[src/rtl/core/vgis_pkg.sv]
// Shared types and constants for the vector generator instruction step.
`timescale 1ns / 1ps

package vgis_pkg;

   localparam int WORD_W  = 16;
   localparam int COORD_W = 16;
   localparam int BEAM_W  = 32;
   localparam int RAW_W   = 11;   // sign plus ten magnitude bits of a vector delta
   localparam int ABS_W   = 12;   // absolute position fields

   // opcodes, top nibble of the first word
   localparam logic [3:0] OP_HALT0      = 4'h0;
   localparam logic [3:0] OP_LONG_FIRST = 4'h1;
   localparam logic [3:0] OP_LONG_LAST  = 4'h9;
   localparam logic [3:0] OP_ABS        = 4'hA;
   localparam logic [3:0] OP_HALT1      = 4'hB;
   localparam logic [3:0] OP_CALL       = 4'hC;
   localparam logic [3:0] OP_RET        = 4'hD;
   localparam logic [3:0] OP_JUMP       = 4'hE;
   localparam logic [3:0] OP_SHORT      = 4'hF;

   localparam logic [15:0] VEC_BASE    = 16'h4000;
   localparam logic [15:0] TARGET_MASK = 16'h1fff;
   localparam logic [15:0] WORD_BYTES  = 16'h0002;

   localparam logic [3:0] MAX_SCALE        = 4'd9;
   localparam logic [3:0] SHORT_SCALE_BIAS = 4'h2;
   localparam logic [3:0] INTENSITY_LOW    = 4'hf;

   localparam int ABS_Y_FLIP   = 1023;
   localparam int ABS_Y_ORIGIN = 870;

   typedef enum logic [1:0] {
      ST_RUN       = 2'd0,
      ST_HALT      = 2'd1,
      ST_OVERFLOW  = 2'd2,
      ST_UNDERFLOW = 2'd3
   } status_type;

   typedef struct packed {
      logic [WORD_W-1:0] first_word;
      logic [WORD_W-1:0] second_word;
      logic              new_frame;
   } req_type;

   typedef struct packed {
      logic [WORD_W-1:0]         next_address;
      logic                      draw;
      logic                      point_only;
      logic signed [COORD_W-1:0] start_x;
      logic signed [COORD_W-1:0] start_y;
      logic signed [COORD_W-1:0] end_x;
      logic signed [COORD_W-1:0] end_y;
      logic [7:0]                intensity;
      status_type                status;
   } rsp_type;

   // program flow results
   typedef struct packed {
      logic [WORD_W-1:0] next_address;
      status_type        status;
   } flow_type;

   // beam segment results
   typedef struct packed {
      logic                      draw;
      logic                      point_only;
      logic signed [COORD_W-1:0] start_x;
      logic signed [COORD_W-1:0] start_y;
      logic signed [COORD_W-1:0] end_x;
      logic signed [COORD_W-1:0] end_y;
      logic [7:0]                intensity;
   } draw_type;

endpackage

[src/rtl/core/vector_generator_instruction_step.sv]
// Top level of the vector generator instruction step.
//
//   channel  direction  handshake              payload
//   req_     in         req_valid / req_stall  vgis_pkg::req_type
//   rsp_     out        rsp_valid / rsp_stall  vgis_pkg::rsp_type
//
// A request is registered on entry, then executed against the program counter,
// return stack, scale and beam and written into the result register.
// One request per cycle is sustained while the result side does not stall, set
// by the single execute stage that updates all state.
// Synchronous reset puts the counter at the vector base and clears stack pointer,
// scale and beam. A stalled result holds the execute stage, and the input
// register then stalls the request side.
`timescale 1ns / 1ps

module vector_generator_instruction_step #(
   parameter int STACK_DEPTH   = 4,
   parameter int FRACTION_BITS = 16
) (
   input  logic              clock,
   input  logic              reset,
   input  logic              req_valid,
   output logic              req_stall,
   input  vgis_pkg::req_type req_data,
   output logic              rsp_valid,
   input  logic              rsp_stall,
   output vgis_pkg::rsp_type rsp_data
);

   logic              in_valid_ff, in_valid_in;
   vgis_pkg::req_type in_data_ff;
   logic              out_valid_ff, out_valid_in;
   vgis_pkg::rsp_type out_data_ff, out_data_in;
   logic              exec;

   vgis_pkg::flow_type flow;
   vgis_pkg::draw_type seg;

   // execute when there is a request and the result slot is free or draining
   assign exec      = in_valid_ff && (!out_valid_ff || !rsp_stall);
   assign req_stall = in_valid_ff && !exec;

   always_comb begin
      in_valid_in  = req_stall ? in_valid_ff : req_valid;
      out_valid_in = exec ? 1'b1 : (out_valid_ff && rsp_stall);
      out_data_in.next_address = flow.next_address;
      out_data_in.status       = flow.status;
      out_data_in.draw         = seg.draw;
      out_data_in.point_only   = seg.point_only;
      out_data_in.start_x      = seg.start_x;
      out_data_in.start_y      = seg.start_y;
      out_data_in.end_x        = seg.end_x;
      out_data_in.end_y        = seg.end_y;
      out_data_in.intensity    = seg.intensity;
   end

   always_ff @(posedge clock) begin
      if (reset) begin
         in_valid_ff  <= 1'b0;
         out_valid_ff <= 1'b0;
      end else begin
         in_valid_ff  <= in_valid_in;
         out_valid_ff <= out_valid_in;
      end
   end

   always_ff @(posedge clock) begin
      if (req_valid && !req_stall) begin
         in_data_ff <= req_data;
      end
      if (exec) begin
         out_data_ff <= out_data_in;
      end
   end

   vgis_flow #(
      .STACK_DEPTH(STACK_DEPTH)
   ) u_flow (
      .clock(clock),
      .reset(reset),
      .exec (exec),
      .req  (in_data_ff),
      .flow (flow)
   );

   vgis_beam #(
      .FRACTION_BITS(FRACTION_BITS)
   ) u_beam (
      .clock(clock),
      .reset(reset),
      .exec (exec),
      .req  (in_data_ff),
      .seg  (seg)
   );

   assign rsp_valid = out_valid_ff;
   assign rsp_data  = out_data_ff;

endmodule

[src/rtl/core/vgis_flow.sv]
// Program counter, return stack and halt, overflow and underflow status.
`timescale 1ns / 1ps

module vgis_flow #(
   parameter int STACK_DEPTH = 4
) (
   input  logic               clock,
   input  logic               reset,
   input  logic               exec,
   input  vgis_pkg::req_type  req,
   output vgis_pkg::flow_type flow
);

   localparam int SP_W  = $clog2(STACK_DEPTH + 1);
   localparam int IDX_W = (STACK_DEPTH > 1) ? $clog2(STACK_DEPTH) : 1;

   logic [15:0]     pc_ff, pc_in;
   logic [SP_W-1:0] sp_ff, sp_in;
   logic [15:0]     stack_mem [STACK_DEPTH];

   logic [3:0]      opcode;
   logic [15:0]     pc_base, pc_adv, target, pop_data;
   logic [SP_W-1:0] sp_cur;
   logic            push;
   vgis_pkg::status_type status;

   assign opcode = req.first_word[15:12];
   assign target = vgis_pkg::VEC_BASE + ((req.first_word & vgis_pkg::TARGET_MASK) << 1);

   always_comb begin
      pc_base = req.new_frame ? vgis_pkg::VEC_BASE : pc_ff;
      sp_cur  = req.new_frame ? '0 : sp_ff;
      // two-word instructions advance twice
      pc_adv  = (opcode <= vgis_pkg::OP_ABS) ? pc_base + (vgis_pkg::WORD_BYTES << 1)
                                             : pc_base + vgis_pkg::WORD_BYTES;
      pop_data = stack_mem[IDX_W'(sp_cur - SP_W'(1))];
      pc_in  = pc_adv;
      sp_in  = sp_cur;
      push   = 1'b0;
      status = vgis_pkg::ST_RUN;
      case (opcode)
         vgis_pkg::OP_HALT0, vgis_pkg::OP_HALT1: begin
            status = vgis_pkg::ST_HALT;
         end
         vgis_pkg::OP_CALL: begin
            if (sp_cur >= SP_W'(STACK_DEPTH)) begin
               status = vgis_pkg::ST_OVERFLOW;
               sp_in  = '0;
            end else begin
               push  = 1'b1;
               sp_in = sp_cur + SP_W'(1);
            end
            pc_in = target;
         end
         vgis_pkg::OP_RET: begin
            if (sp_cur == '0 || sp_cur > SP_W'(STACK_DEPTH)) begin
               status = vgis_pkg::ST_UNDERFLOW;
            end else begin
               sp_in = sp_cur - SP_W'(1);
               pc_in = pop_data;
            end
         end
         vgis_pkg::OP_JUMP: begin
            pc_in = target;
         end
         default: begin
            status = vgis_pkg::ST_RUN;
         end
      endcase
      flow.next_address = pc_in;
      flow.status       = status;
   end

   always_ff @(posedge clock) begin
      if (reset) begin
         pc_ff <= vgis_pkg::VEC_BASE;
         sp_ff <= '0;
      end else if (exec) begin
         pc_ff <= pc_in;
         sp_ff <= sp_in;
      end
   end

   always_ff @(posedge clock) begin
      if (exec && push) begin
         stack_mem[sp_cur[IDX_W-1:0]] <= pc_adv;
      end
   end

endmodule

[src/rtl/core/vgis_beam.sv]
// Beam position, global scale and vector delta arithmetic.
`timescale 1ns / 1ps

module vgis_beam #(
   parameter int FRACTION_BITS = 16
) (
   input  logic               clock,
   input  logic               reset,
   input  logic               exec,
   input  vgis_pkg::req_type  req,
   output vgis_pkg::draw_type seg
);

   localparam int WIDE_W = vgis_pkg::BEAM_W + vgis_pkg::COORD_W;

   logic [vgis_pkg::BEAM_W-1:0] beam_x_ff, beam_x_in;
   logic [vgis_pkg::BEAM_W-1:0] beam_y_ff, beam_y_in;
   logic [3:0]                  scale_ff, scale_in;

   logic [15:0] fw, sw;
   logic [3:0]  opcode, scale_cur, scale_sum, shift, z;
   logic        vec, is_abs;
   logic [9:0]  mag_x, mag_y;
   logic signed [vgis_pkg::RAW_W-1:0]  raw_x, raw_y;
   logic signed [vgis_pkg::BEAM_W-1:0] wide_x, wide_y, dx, dy, abs_x, abs_y;
   logic [vgis_pkg::BEAM_W-1:0] nx, ny;
   logic [WIDE_W-1:0] ext_bx, ext_by, ext_nx, ext_ny;

   assign fw     = req.first_word;
   assign sw     = req.second_word;
   assign opcode = fw[15:12];

   always_comb begin
      scale_cur = req.new_frame ? '0 : scale_ff;
      vec    = 1'b0;
      is_abs = 1'b0;
      z      = '0;
      mag_x  = '0;
      mag_y  = '0;
      raw_x  = '0;
      raw_y  = '0;
      scale_sum = scale_cur;
      case (opcode) inside
         vgis_pkg::OP_SHORT: begin
            vec   = 1'b1;
            z     = fw[7:4];
            mag_y = {fw[9:8], 8'h00};
            mag_x = {fw[1:0], 8'h00};
            raw_y = fw[10] ? $signed({1'b0, mag_y}) : -$signed({1'b0, mag_y});
            raw_x = fw[2]  ? -$signed({1'b0, mag_x}) : $signed({1'b0, mag_x});
            scale_sum = scale_cur + vgis_pkg::SHORT_SCALE_BIAS
                      + {2'b00, fw[3], 1'b0} + {3'b000, fw[11]};
         end
         [vgis_pkg::OP_LONG_FIRST:vgis_pkg::OP_LONG_LAST]: begin
            vec   = 1'b1;
            z     = sw[15:12];
            mag_y = fw[9:0];
            mag_x = sw[9:0];
            raw_y = fw[10] ? $signed({1'b0, mag_y}) : -$signed({1'b0, mag_y});
            raw_x = sw[10] ? -$signed({1'b0, mag_x}) : $signed({1'b0, mag_x});
            scale_sum = scale_cur + opcode;
         end
         vgis_pkg::OP_ABS: begin
            is_abs = 1'b1;
         end
         default: begin
            vec = 1'b0;
         end
      endcase

      // scales above nine behave as minus one
      shift = (scale_sum > vgis_pkg::MAX_SCALE) ? vgis_pkg::MAX_SCALE + 4'd1
                                                : vgis_pkg::MAX_SCALE - scale_sum;
      wide_x = vgis_pkg::BEAM_W'(raw_x) <<< FRACTION_BITS;
      wide_y = vgis_pkg::BEAM_W'(raw_y) <<< FRACTION_BITS;
      dx = wide_x >>> shift;
      dy = wide_y >>> shift;
      nx = beam_x_ff + dx;
      ny = beam_y_ff - dy;

      abs_x = vgis_pkg::BEAM_W'($signed(sw[vgis_pkg::ABS_W-1:0])) <<< FRACTION_BITS;
      abs_y = (vgis_pkg::BEAM_W'($signed(fw[vgis_pkg::ABS_W-1:0]))
               - vgis_pkg::BEAM_W'(vgis_pkg::ABS_Y_FLIP)
               + vgis_pkg::BEAM_W'(vgis_pkg::ABS_Y_ORIGIN)) <<< FRACTION_BITS;

      beam_x_in = beam_x_ff;
      beam_y_in = beam_y_ff;
      scale_in  = scale_cur;
      if (vec) begin
         beam_x_in = nx;
         beam_y_in = ny;
      end else if (is_abs) begin
         beam_x_in = abs_x;
         beam_y_in = abs_y;
         scale_in  = sw[15:12];
      end

      ext_bx = {{vgis_pkg::COORD_W{1'b0}}, beam_x_ff};
      ext_by = {{vgis_pkg::COORD_W{1'b0}}, beam_y_ff};
      ext_nx = {{vgis_pkg::COORD_W{1'b0}}, nx};
      ext_ny = {{vgis_pkg::COORD_W{1'b0}}, ny};

      seg = '0;
      if (vec && z != '0) begin
         seg.draw       = 1'b1;
         seg.point_only = (dx == '0) && (dy == '0);
         seg.start_x    = ext_bx[FRACTION_BITS +: vgis_pkg::COORD_W];
         seg.start_y    = ext_by[FRACTION_BITS +: vgis_pkg::COORD_W];
         seg.end_x      = ext_nx[FRACTION_BITS +: vgis_pkg::COORD_W];
         seg.end_y      = ext_ny[FRACTION_BITS +: vgis_pkg::COORD_W];
         seg.intensity  = {z, vgis_pkg::INTENSITY_LOW};
      end
   end

   always_ff @(posedge clock) begin
      if (reset) begin
         beam_x_ff <= '0;
         beam_y_ff <= '0;
         scale_ff  <= '0;
      end else if (exec) begin
         beam_x_ff <= beam_x_in;
         beam_y_ff <= beam_y_in;
         scale_ff  <= scale_in;
      end
   end

endmodule

[config.mk]
export PLATFORM = sky130hd
export DESIGN_NAME = vector_generator_instruction_step
export DESIGN_NICKNAME = d
export VERILOG_FILES = /design/src/rtl/core/vgis_pkg.sv /design/src/rtl/core/vector_generator_instruction_step.sv /design/src/rtl/core/vgis_flow.sv /design/src/rtl/core/vgis_beam.sv
export SDC_FILE = /design/constraint.sdc
export NUM_CORES = 1
export LEC_CHECK = 0
export ABC_AREA = 1
export BUFFER_PORTS_ARGS = -buffer_cell sky130_fd_sc_hd__clkbuf_2
export CAP_MARGIN = 0
export CORE_MARGIN = 2
export CORE_UTILIZATION = 35
export CTS_CLUSTER_SIZE = 16
export DETAILED_ROUTE_END_ITERATION = 7
export PLACE_DENSITY = 0.56
export SLEW_MARGIN = 40
export SYNTH_ARGS = -nofsm -noshare
export SYNTH_HDL_FRONTEND = slang
export SYNTH_SLANG_ARGS = --single-unit
[constraint.sdc]
create_clock -name clock -period 7.3 [get_ports clock]
set_clock_uncertainty 0.15 [all_clocks]
set_input_delay 0.365 -clock clock [delete_from_list [all_inputs] [get_ports clock]]
set_output_delay 0.365 -clock clock [all_outputs]
set_load 0.05 [all_outputs]
==> flow_summary.json, run 1 <==
{
  "vdd_ir_drop_max_mv": 0.158,
  "outcome": "complete, no violations",
  "antenna_found_initial": 1,
  "h-tree-depth": 2,
  "dieWidth_um": 229,
  "grt_max_degree": 65,
  "async_flop_share_pct": 0,
  "finalCoreUtilization_pct": 40.8,
  "viasPerCell": 5.19,
  "hold_class": "input port to flip-flop",
  "ys_seq_elements": 272,
  "netlist_area_um2": 17800,
  "antennaDiodeCount": 0,
  "cts_root_buffer": "clkbuf_16",
  "clock-sinks": 272,
  "fin_tns_setup_ns": 0,
  "wire_per_inst_um": 18.0,
  "grt_use_total_pct": 21.4,
  "worst_path_largest_cell_delay_ns": 0.48,
  "coreArea_um2": 50200,
  "grt_pass1_wl_um": 88600,
  "yosys.area.top_type": "edfxtp_1",
  "die-area_um2": 52700,
  "yosys.cell_count.top_type": "nand2_1",
  "fmax_ghz": 0.151,
  "startpoint_type": "flip-flop",
  "syn2layout_area_growth_pct": 14.9,
  "die_y_um": 229,
  "cts.clk_slew.worst_paths_ns": 0.06,
  "cts_tree": "done",
  "crit_arrival_ns": 6.72,
  "finalSetupViolations": 0,
  "worstSetupPathType": "flip-flop to flip-flop",
  "wirelength_um": 57100,
  "hpwl_um": 42400,
  "synth_edf_count": 185,
  "synth_flop_cell": "edfxtp_1",
  "layout.nets": 2585,
  "drive_above_1_share_pct": 12.7,
  "max_cap_viol_count": 0,
  "cts_buffers": 34,
  "ys_seq_area_share_pct": 41.0,
  "grt_pass1_vias": 15600,
  "hold_violations": 0,
  "gr-total-overflow": 0,
  "clock_latency_ns": 0.55,
  "fin_crit_sh_pct": 90.7,
  "path_max_fanout": 26,
  "rsz0062_at_grt": "false",
  "critical_path.slowest_cell": "fa_1",
  "avgSynthCellArea_um2": 7.63,
  "crit_top_cell": "nand2_1",
  "cp-end-kind": "flip-flop",
  "routabilityCongestion": 0.962,
  "maxSlewViolCount": 0,
  "synth_fp_nets": 2450,
  "first_pass_iters": 6,
  "netlist.area_leader.share_pct": 31.2,
  "drtIter0Drc": 1414,
  "synthTopCellsByCount": "nand2_1 (488), inv_1 (279), nor2_1 (240)",
  "synthCells": 2333,
  "min_period_ns": 6.62,
  "clockBufferDepth": 3,
  "fp-row-count": 82,
  "initial_utilization_pct": 35.5,
  "fin_hold_ws_ns": 0.296,
  "synth_cell_types": 64,
  "ant_nets": 0,
  "vias": 16400,
  "ys_warn_count": 0,
  "worst_ep_required_time_ns": 7.40,
  "port_buffers": 130,
  "io_pins": 131,
  "synth.area.top_cells": "edfxtp_1 (31%), nand2_1 (10%), dfxtp_1 (9.8%)",
  "max-slew-margin-rel_pct": 47.3,
  "drc_errors": 0,
  "cellPowerDensity_nw_per_um2": 247,
  "leakage_uw": 0.00897,
  "tightest_slew_ns": 0.789
}
==> sequential cells by signal, summed over array words and instances, names as in the netlist, 3 cells and up <==
signal and flops:
u_beam.scale_ff 4, u_flow.stack_mem 64, rsp_data 88, u_beam.beam_x_ff 31
u_flow.pc_ff 16, u_beam.beam_y_ff 31, in_data_ff 33, u_flow.sp_ff 3
==> logic make-up (layout without fill, tap and decap cells) <==
family | after synthesis | after routing | share of synthesized area, %
simple gates | 1099 | 1099 | 28.1
compound gates | 452 | 452 | 14.1
buf+inv | 387 | 547 | 8.96
flops | 272 | 272 | 41.0
fa+ha+maj | 80 | 80 | 5.75
xor+xnor | 40 | 40 | 1.97
mux | 3 | 3 | 0.169
==> through the flow <==
| step | power [µW] | worst slack, ns | instances | instance area (µm²) |
|---|---|---|---|---|
| 5_1_grt | 5340 | 0.0199 | 3165 | 20400 |
| 6_report | 5060 | 0.682 | 3165 | 20400 |
| 4_1_cts | 5090 | 0.550 | 3165 | 20400 |
| 2_1_floorplan | 3030 | 1.40 | 2333 | 17800 |
| 3_5_place_dp | 3450 | 0.621 | 3069 | 19100 |
| 3_3_place_gp | 3450 | 0.703 | 3069 | 19000 |
==> what timing repair did <==
item / CTS / global route
endpoints found under the setup margin: 0 / 6
endpoints found under the hold margin: 35 / 0
resized for setup: 0 / 3
hold buffers: 35 / 0
setup buffers: 0 / 0
==> layout make-up <==
cell class                 count  area (µm²)
clock buffer                  46         916
clock inverter                15         128
fill                        5089       29700
inverter                     296        1120
multi-input combinational   1674        8950
sequential                   272        7300
tap                          672         841
timing repair buffer         190        1190
==> worst paths after layout <==
check,startpoint,end,slack [ns],depth (start not counted)
hold reg to reg,u_beam.beam_x_ff[1],u_beam.beam_x_ff[1],0.32,2
setup / recovery,in_data_ff[0],rsp_data[35],0.68,40
hold / removal,reset,u_beam.beam_x_ff[17],0.30,3
setup reg to reg,in_data_ff[0],rsp_data[35],0.68,40
==> cell usage in the layout (no fill, tap or decap), drive strengths merged, types with 24 or more instances in the layout <==
| master | n |
|---|---|
| nand2 | 512 |
| inv | 294 |
| nand3 | 259 |
| nor2 | 254 |
| a21oi | 212 |
| edfxtp | 185 |
| clkbuf | 176 |
| o21ai | 169 |
| dfxtp | 87 |
| ha | 77 |
| dlygate4sd3 | 35 |
| nor3 | 28 |
| buf | 25 |
| xor2 | 24 |
==> report_power, final <==
part | total, µW | internal [µW] | switching (µW)
sequential | 1800 | 1750 | 56.9
combinational | 1650 | 472 | 1180
clock | 1600 | 924 | 679
total | 5060 | 3140 | 1910
==> critical path: cells and delay by family (launching register included) <==
family / cells / cell delay, ns
buffers and inverters: 9 / 0.93
AOI/OAI and AO/OA: 6 / 1.20
DFF: 1 / 0.38
and+or+nand+nor: 20 / 2.11
adders and majority gates: 5 / 1.55
==> routing by layer <==
metal  vias to the layer above  share of wire (%)  routed length [µm]  GRT usage (%)
met3                        81                5.3                3050           2.80
met5                         -              0.023                  13              0
met1                      7696                 46               26100           28.6
met2                       516                 46               26200           35.4
met4                         2                3.1                1760           7.49
li1                       8137                  -                   -              -
Power figures use the tool's default switching activity.
==> inputs of run 2 (changes only) <==
==> constraint.sdc (replaced) <==
create_clock -name clock -period 8.2 [get_ports clock]
set_clock_uncertainty 0.15 [all_clocks]
set_input_delay 0.41 -clock clock [delete_from_list [all_inputs] [get_ports clock]]
set_output_delay 0.41 -clock clock [all_outputs]
set_load 0.05 [all_outputs]
==> run 2 against run 1 <==
  * Non-clock buffer count fell by 5
  * Register-to-register slack improved by 0.40 ns
  * Clock power barely moved
  * Die area did not move
  * Sequential share of layout area fell by 0.20 points
  * Critical path depth fell by 8
  * Sequential power fell by 11%
  * Flip-flop and latch count did not move
  * Wire length fell by 0.33%
  * Critical path type unchanged
  * Largest cell class unchanged
  * Highest routed layer is now met4
==> flow_summary.json, run 2 (same netlist as run 1, synthesis figures left out) <==
{
  "h-tree-depth": 2,
  "layout_common_cells": "nand2_1 (488), inv_1 (278), nor2_1 (234)",
  "vias": 16400,
  "min_period_ns": 7.12,
  "fin_tns_setup_ns": 0,
  "fin_cells": 3161,
  "io_pins": 131,
  "die-area_um2": 52700,
  "path_max_fanout": 39,
  "crit_arrival_ns": 7.24,
  "max_cap_viol_count": 0,
  "wirelength_um": 56900,
  "die_y_um": 229,
  "grt_max_degree": 66,
  "clock_latency_ns": 0.57,
  "startpoint_type": "flip-flop",
  "reg2reg_depth": 32,
  "drive_above_1_share_pct": 12.6,
  "clock-sinks": 272,
  "drc_errors": 0,
  "fmax_ghz": 0.141,
  "finalSetupViolations": 0,
  "finalPower_uw": 4670,
  "grt_pass1_vias": 15700,
  "cts_root_buffer": "clkbuf_16",
  "maxSlewViolCount": 0,
  "dp_cells": 3064,
  "dieWidth_um": 229,
  "ant_nets": 0,
  "drtIter0Drc": 1379,
  "largest_reg_flops": 88,
  "crit_end": "rsp_data[34]",
  "r2r_start": "in_data_ff[0]",
  "cts.clk_slew.worst_paths_ns": 0.06,
  "layout.nets": 2580,
  "grt_pass1_wl_um": 88200,
  "hpwl_um": 42300,
  "hold_class": "input port to flip-flop",
  "rsz0062_at_grt": "false",
  "viasPerCell": 5.20,
  "antenna_found_initial": 0,
  "syn2layout_area_growth_pct": 15.6,
  "coreArea_um2": 50200,
  "hold_violations": 0,
  "first_pass_iters": 5,
  "grt_use_total_pct": 21.3,
  "fp-row-count": 82,
  "cellPowerDensity_nw_per_um2": 227,
  "cts_tree": "done",
  "mostFrequentLayoutCell": "nand2_1",
  "r2r_end": "rsp_data[34]",
  "outcome": "complete, no violations",
  "gr-total-overflow": 0,
  "leakage_uw": 0.00902,
  "cp-end-kind": "flip-flop",
  "tightest_slew_ns": 0.857,
  "initial_utilization_pct": 35.5,
  "port_buffers": 130,
  "wire_per_inst_um": 18.0,
  "crit_start": "in_data_ff[0]",
  "worstSetupPathType": "flip-flop to flip-flop",
  "worst_path_largest_cell_delay_ns": 0.53,
  "routabilityCongestion": 0.944,
  "cts_buffers": 34,
  "worst_ep_required_time_ns": 8.32,
  "antennaDiodeCount": 0,
  "fin_crit_sh_pct": 86.8,
  "ff2ff_setup_slack_ns": 1.08,
  "clockBufferDepth": 3,
  "critical_path.slowest_cell": "o21ai_0",
  "max-slew-margin-rel_pct": 42.3,
  "cts_resized": 0,
  "vdd_ir_drop_max_mv": 0.171
}
run 2: changes by cell type in the layout (fill, tap and decap cells not counted):
cell	previous run	this run
o21ai_0	144	147
bufinv_16	1	6
clkinv_16	0	1
clkinv_8	1	2
clkinv_1	4	8
clkinv_4	2	1
buf_4	24	19
clkbuf_1	10	4
clkbuf_8	2	1
o21ai_1	24	21
clkinv_2	6	5
clkinvlp_4	3	2
run 2: area by class of cell:
type | count | area, µm²
clock buffer | 39 | 880
clock inverter | 23 | 318
fill | 5096 | 29600
inverter | 296 | 1120
multi-input combinational | 1674 | 8950
sequential | 272 | 7300
tap | 672 | 841
timing repair buffer | 185 | 1150
run 2: worst min-delay path by stage:
| stage | start | endpoint | slack, ns | cells after the start |
|---|---|---|---|---|
| CTS | u_beam.scale_ff[0] | u_beam.scale_ff[0] | 0.32 | 2 |
| global route | reset | u_beam.beam_x_ff[2] | 0.31 | 3 |
| detailed placement | u_beam.scale_ff[0] | u_beam.scale_ff[0] | 0.31 | 2 |
| finish | reset | u_beam.beam_x_ff[2] | 0.29 | 3 |
| global placement | u_beam.scale_ff[2] | u_beam.scale_ff[2] | 0.31 | 2 |
| floorplan | u_beam.beam_x_ff[1] | u_beam.beam_x_ff[1] | 0.30 | 2 |
run 2: per-layer routing:
metal | wire length, µm | track usage [%] | up-vias
met1 | 25100 | 27.9 | 7724
met4 | 2310 | 8.81 | 0
met5 | 0 | 0 | -
met3 | 3500 | 3.50 | 102
li1 | - | - | 8117
met2 | 26000 | 34.8 | 502
run 2: critical path, delay by kind of cell (launching register included):
| kind | cells | cell delay [ns] |
|---|---|---|
| AO/OA/AOI/OAI | 10 | 2.69 |
| XOR/XNOR | 1 | 0.14 |
| adder cells (fa/ha/maj) | 4 | 1.37 |
| AND/OR/NAND/NOR | 13 | 1.42 |
| flip-flops | 1 | 0.39 |
| buffers and inverters | 4 | 0.64 |
run 2: power by group:
part	switching, µW	internal, µW
sequential	51.5	1560
combinational	1050	416
clock	629	972
total	1730	2940
run 2: per-stage QoR:
step	hold slack [ns]	area, µm²	worst slack, ns	utilization [%]
after global routing	0.310	20600	0.429	41.0
after floorplan	0.295	17800	2.30	-
after detailed placement	0.309	19000	1.24	37.9
final	0.290	20600	1.08	41.0
after global placement	0.305	19000	1.43	37.9
after CTS	0.320	20600	1.18	41.0
run 2: repair_timing:
item	in CTS	in global routing
hold buffers	35	0
hold endpoints to repair	35	0
setup buffers	0	0
==> inputs of run 3 (changes only) <==
--- a/config.mk
+++ b/config.mk
@@ -5,14 +5,14 @@
 export SDC_FILE = /design/constraint.sdc
 export NUM_CORES = 1
 export LEC_CHECK = 0
-export ABC_AREA = 1
 export BUFFER_PORTS_ARGS = -buffer_cell sky130_fd_sc_hd__clkbuf_2
-export CAP_MARGIN = 0
+export CAP_MARGIN = 5
 export CORE_MARGIN = 2
 export CORE_UTILIZATION = 35
 export CTS_CLUSTER_SIZE = 16
 export DETAILED_ROUTE_END_ITERATION = 7
 export PLACE_DENSITY = 0.56
+export REMOVE_ABC_BUFFERS = 1
 export SLEW_MARGIN = 40
 export SYNTH_ARGS = -nofsm -noshare
 export SYNTH_HDL_FRONTEND = slang
==> run 3 against run 2 <==
  * Cell count shrank 19%
  * Fmax shrank 7.1%
  * Cell area shrank 4.5%
  * Utilization grew 0.39 points
  * Synthesized area shrank 6.0%
  * Sequential share of layout area grew 1.7 points
  * Critical path type unchanged
  * Critical path depth grew 1
  * Hold slack lost 0.053 ns
  * Global-route usage shrank 1.2 points
  * Count of clock-buffer cells in the layout shrank 6
  * Flip-flop and latch count is the same
  * Register-to-register slack lost 0.54 ns
==> flow_summary.json, run 3 <==
{
  "mostFrequentLayoutCell": "nor2_1",
  "tightest_slew_ns": 0.880,
  "ys_seq_elements": 272,
  "worstSetupPathType": "flip-flop to flip-flop",
  "max-slew-margin-rel_pct": 41.3,
  "vdd_ir_drop_max_mv": 0.150,
  "clock-sinks": 272,
  "num-fill-cells": 4680,
  "dieWidth_um": 223,
  "antenna_found_initial": 0,
  "routabilityCongestion": 0.931,
  "final_area_um2": 19600,
  "grt_max_degree": 81,
  "worst_path_largest_cell_delay_ns": 0.46,
  "fin_cells": 2572,
  "port_buffers": 130,
  "min_period_ns": 7.66,
  "h-tree-depth": 1,
  "grt_pass1_vias": 13800,
  "initial_utilization_pct": 35.3,
  "grt_pass1_wl_um": 78700,
  "ys_seq_area_share_pct": 43.6,
  "crit_top_cell": "a21oi_1",
  "maxSlewViolCount": 0,
  "largest_reg_flops": 88,
  "syn2layout_area_growth_pct": 17.4,
  "finalSetupViolations": 0,
  "dp_cells": 2471,
  "avgSynthCellArea_um2": 9.38,
  "ys_warn_count": 0,
  "hold_class": "input port to flip-flop",
  "startpoint_type": "flip-flop",
  "synth.area.top_cells": "edfxtp_1 (33%), dfxtp_1 (10%), ha_1 (5.8%)",
  "finalCoreUtilization_pct": 41.4,
  "cellPowerDensity_nw_per_um2": 226,
  "async_flop_share_pct": 0,
  "die_y_um": 223,
  "drc_errors": 0,
  "coreArea_um2": 47400,
  "worst_ep_required_time_ns": 8.53,
  "layout.nets": 2049,
  "synth_cell_types": 93,
  "gr-total-overflow": 0,
  "antennaDiodeCount": 0,
  "path_max_fanout": 13,
  "synth_edf_count": 185,
  "wire_per_inst_um": 19.8,
  "max_cap_viol_count": 0,
  "ff2ff_setup_slack_ns": 0.54,
  "hold_violations": 0,
  "first_pass_iters": 5,
  "drive_above_1_share_pct": 16.0,
  "clockBufferDepth": 3,
  "yosys.cell_count.top_type": "nor2_1",
  "cts_tree": "done",
  "viasPerCell": 5.50,
  "fmax_ghz": 0.131,
  "cp-end-kind": "flip-flop",
  "fp-row-count": 80,
  "wirelength_um": 51000,
  "fin_crit_sh_pct": 93.4,
  "cts_buffers": 31,
  "outcome": "complete, no violations",
  "synthCells": 1783,
  "io_pins": 131,
  "layout_common_cells": "nor2_1 (231), edfxtp_1 (185), nand2_1 (164)",
  "synth_flop_cell": "edfxtp_1",
  "vias": 14200,
  "fin_tns_setup_ns": 0,
  "ant_nets": 0,
  "yosys.area.top_type": "edfxtp_1",
  "netlist.area_leader.share_pct": 33.2,
  "cts_root_buffer": "clkbuf_16",
  "rsz0062_at_grt": "true",
  "postPlaceCellArea_um2": 18100,
  "die-area_um2": 49600,
  "grt_use_total_pct": 20.1,
  "hpwl_um": 35900,
  "synthTopCellsByCount": "nor2_1 (232), edfxtp_1 (185), nand2_1 (165)",
  "critical_path.slowest_cell": "edfxtp_1",
  "netlist_area_um2": 16700,
  "drtIter0Drc": 1073,
  "crit_arrival_ns": 7.99,
  "leakage_uw": 0.00761,
  "clock_latency_ns": 0.59,
  "cts.clk_slew.worst_paths_ns": 0.06
}
[run 3: changes by cell type in the layout (fill, tap and decap cells not counted), moves of 30 or more]
cell,before,now
nand2_1,488,164
inv_1,278,61
nand3_1,222,50
a21oi_1,209,132
o21ai_0,147,87
xnor2_1,16,68
and2_1,3,45
nand3_2,36,0
a211oi_1,0,34
buf_4,19,49
[run 3: path summary, 6_finish.rpt]
kind                    from              endpoint  cells past startpoint
max            in_data_ff[0]  u_beam.beam_x_ff[31]                     33
min                    reset   u_beam.beam_y_ff[1]                      3
max reg2reg    in_data_ff[0]  u_beam.beam_x_ff[31]                     33
min reg2reg  u_flow.sp_ff[2]       u_flow.sp_ff[2]                      2
[run 3: timing repair]
action | 4_1_cts | 5_1_grt
setup endpoints to repair | 0 | 20
setup buffers | 0 | 8
gates resized for setup | 0 | 6
endpoints found under the hold margin | 35 | 0
hold buffers | 35 | 0
[run 3: layout make-up]
| class | instances | area, µm² | area share (%) |
|---|---|---|---|
| multi-input cells | 1348 | 8860 | 45.1 |
| flip-flops and latches | 272 | 7300 | 37.2 |
| well taps | 615 | 769 | 3.92 |
| repair buffers | 215 | 1380 | 7.03 |
| clock inverters | 25 | 299 | 1.52 |
| inverters | 64 | 243 | 1.24 |
| clock buffers | 33 | 783 | 3.99 |
[run 3: per-stage QoR]
step / hold WS [ns] / worst slack, ns / power (µW)
after floorplan: 0.276 / 0.289 / 2590
after global placement: 0.288 / 0.611 / 2940
after detailed placement: 0.307 / 0.273 / 2950
after CTS: 0.220 / 0.255 / 4450
after global routing: 0.240 / -0.0335 / 4650
final: 0.237 / 0.541 / 4430
[run 3: kinds of logic after synthesis]
| group | Yosys count | share of synthesized area [%] |
|---|---|---|
| and+or+nand+nor | 651 | 18.1 |
| AOI/OAI and AO/OA | 470 | 18.9 |
| DFF | 272 | 43.6 |
| buffers and inverters | 163 | 3.84 |
| xor gates and xnor gates | 105 | 5.50 |
| adders and majority gates | 89 | 6.67 |
| muxes | 33 | 3.34 |
[run 3: power by group]
part | internal (µW) | total (µW) | switching, µW
Clock | 862 | 1480 | 614
Combinational | 465 | 1320 | 853
Sequential | 1570 | 1640 | 69.2
Total | 2900 | 4430 | 1540
[run 3: critical path, delay by kind of cell, from the launching register on]
kind | cells | cell delay [ns]
AO/OA/AOI/OAI | 19 | 4.07
adder cells (fa/ha/maj) | 3 | 1.00
AND/OR/NAND/NOR | 6 | 0.84
buffers and inverters | 4 | 0.78
flip-flops | 1 | 0.46
XOR/XNOR | 1 | 0.26
[run 3: routing by layer]
layer	global-route usage [%]	wire [µm]	up-vias
met5	0	0	-
met4	6.65	1710	0
met3	3.20	3040	84
met2	33.0	23400	447
met1	27.1	22900	6783
li1	-	-	6842
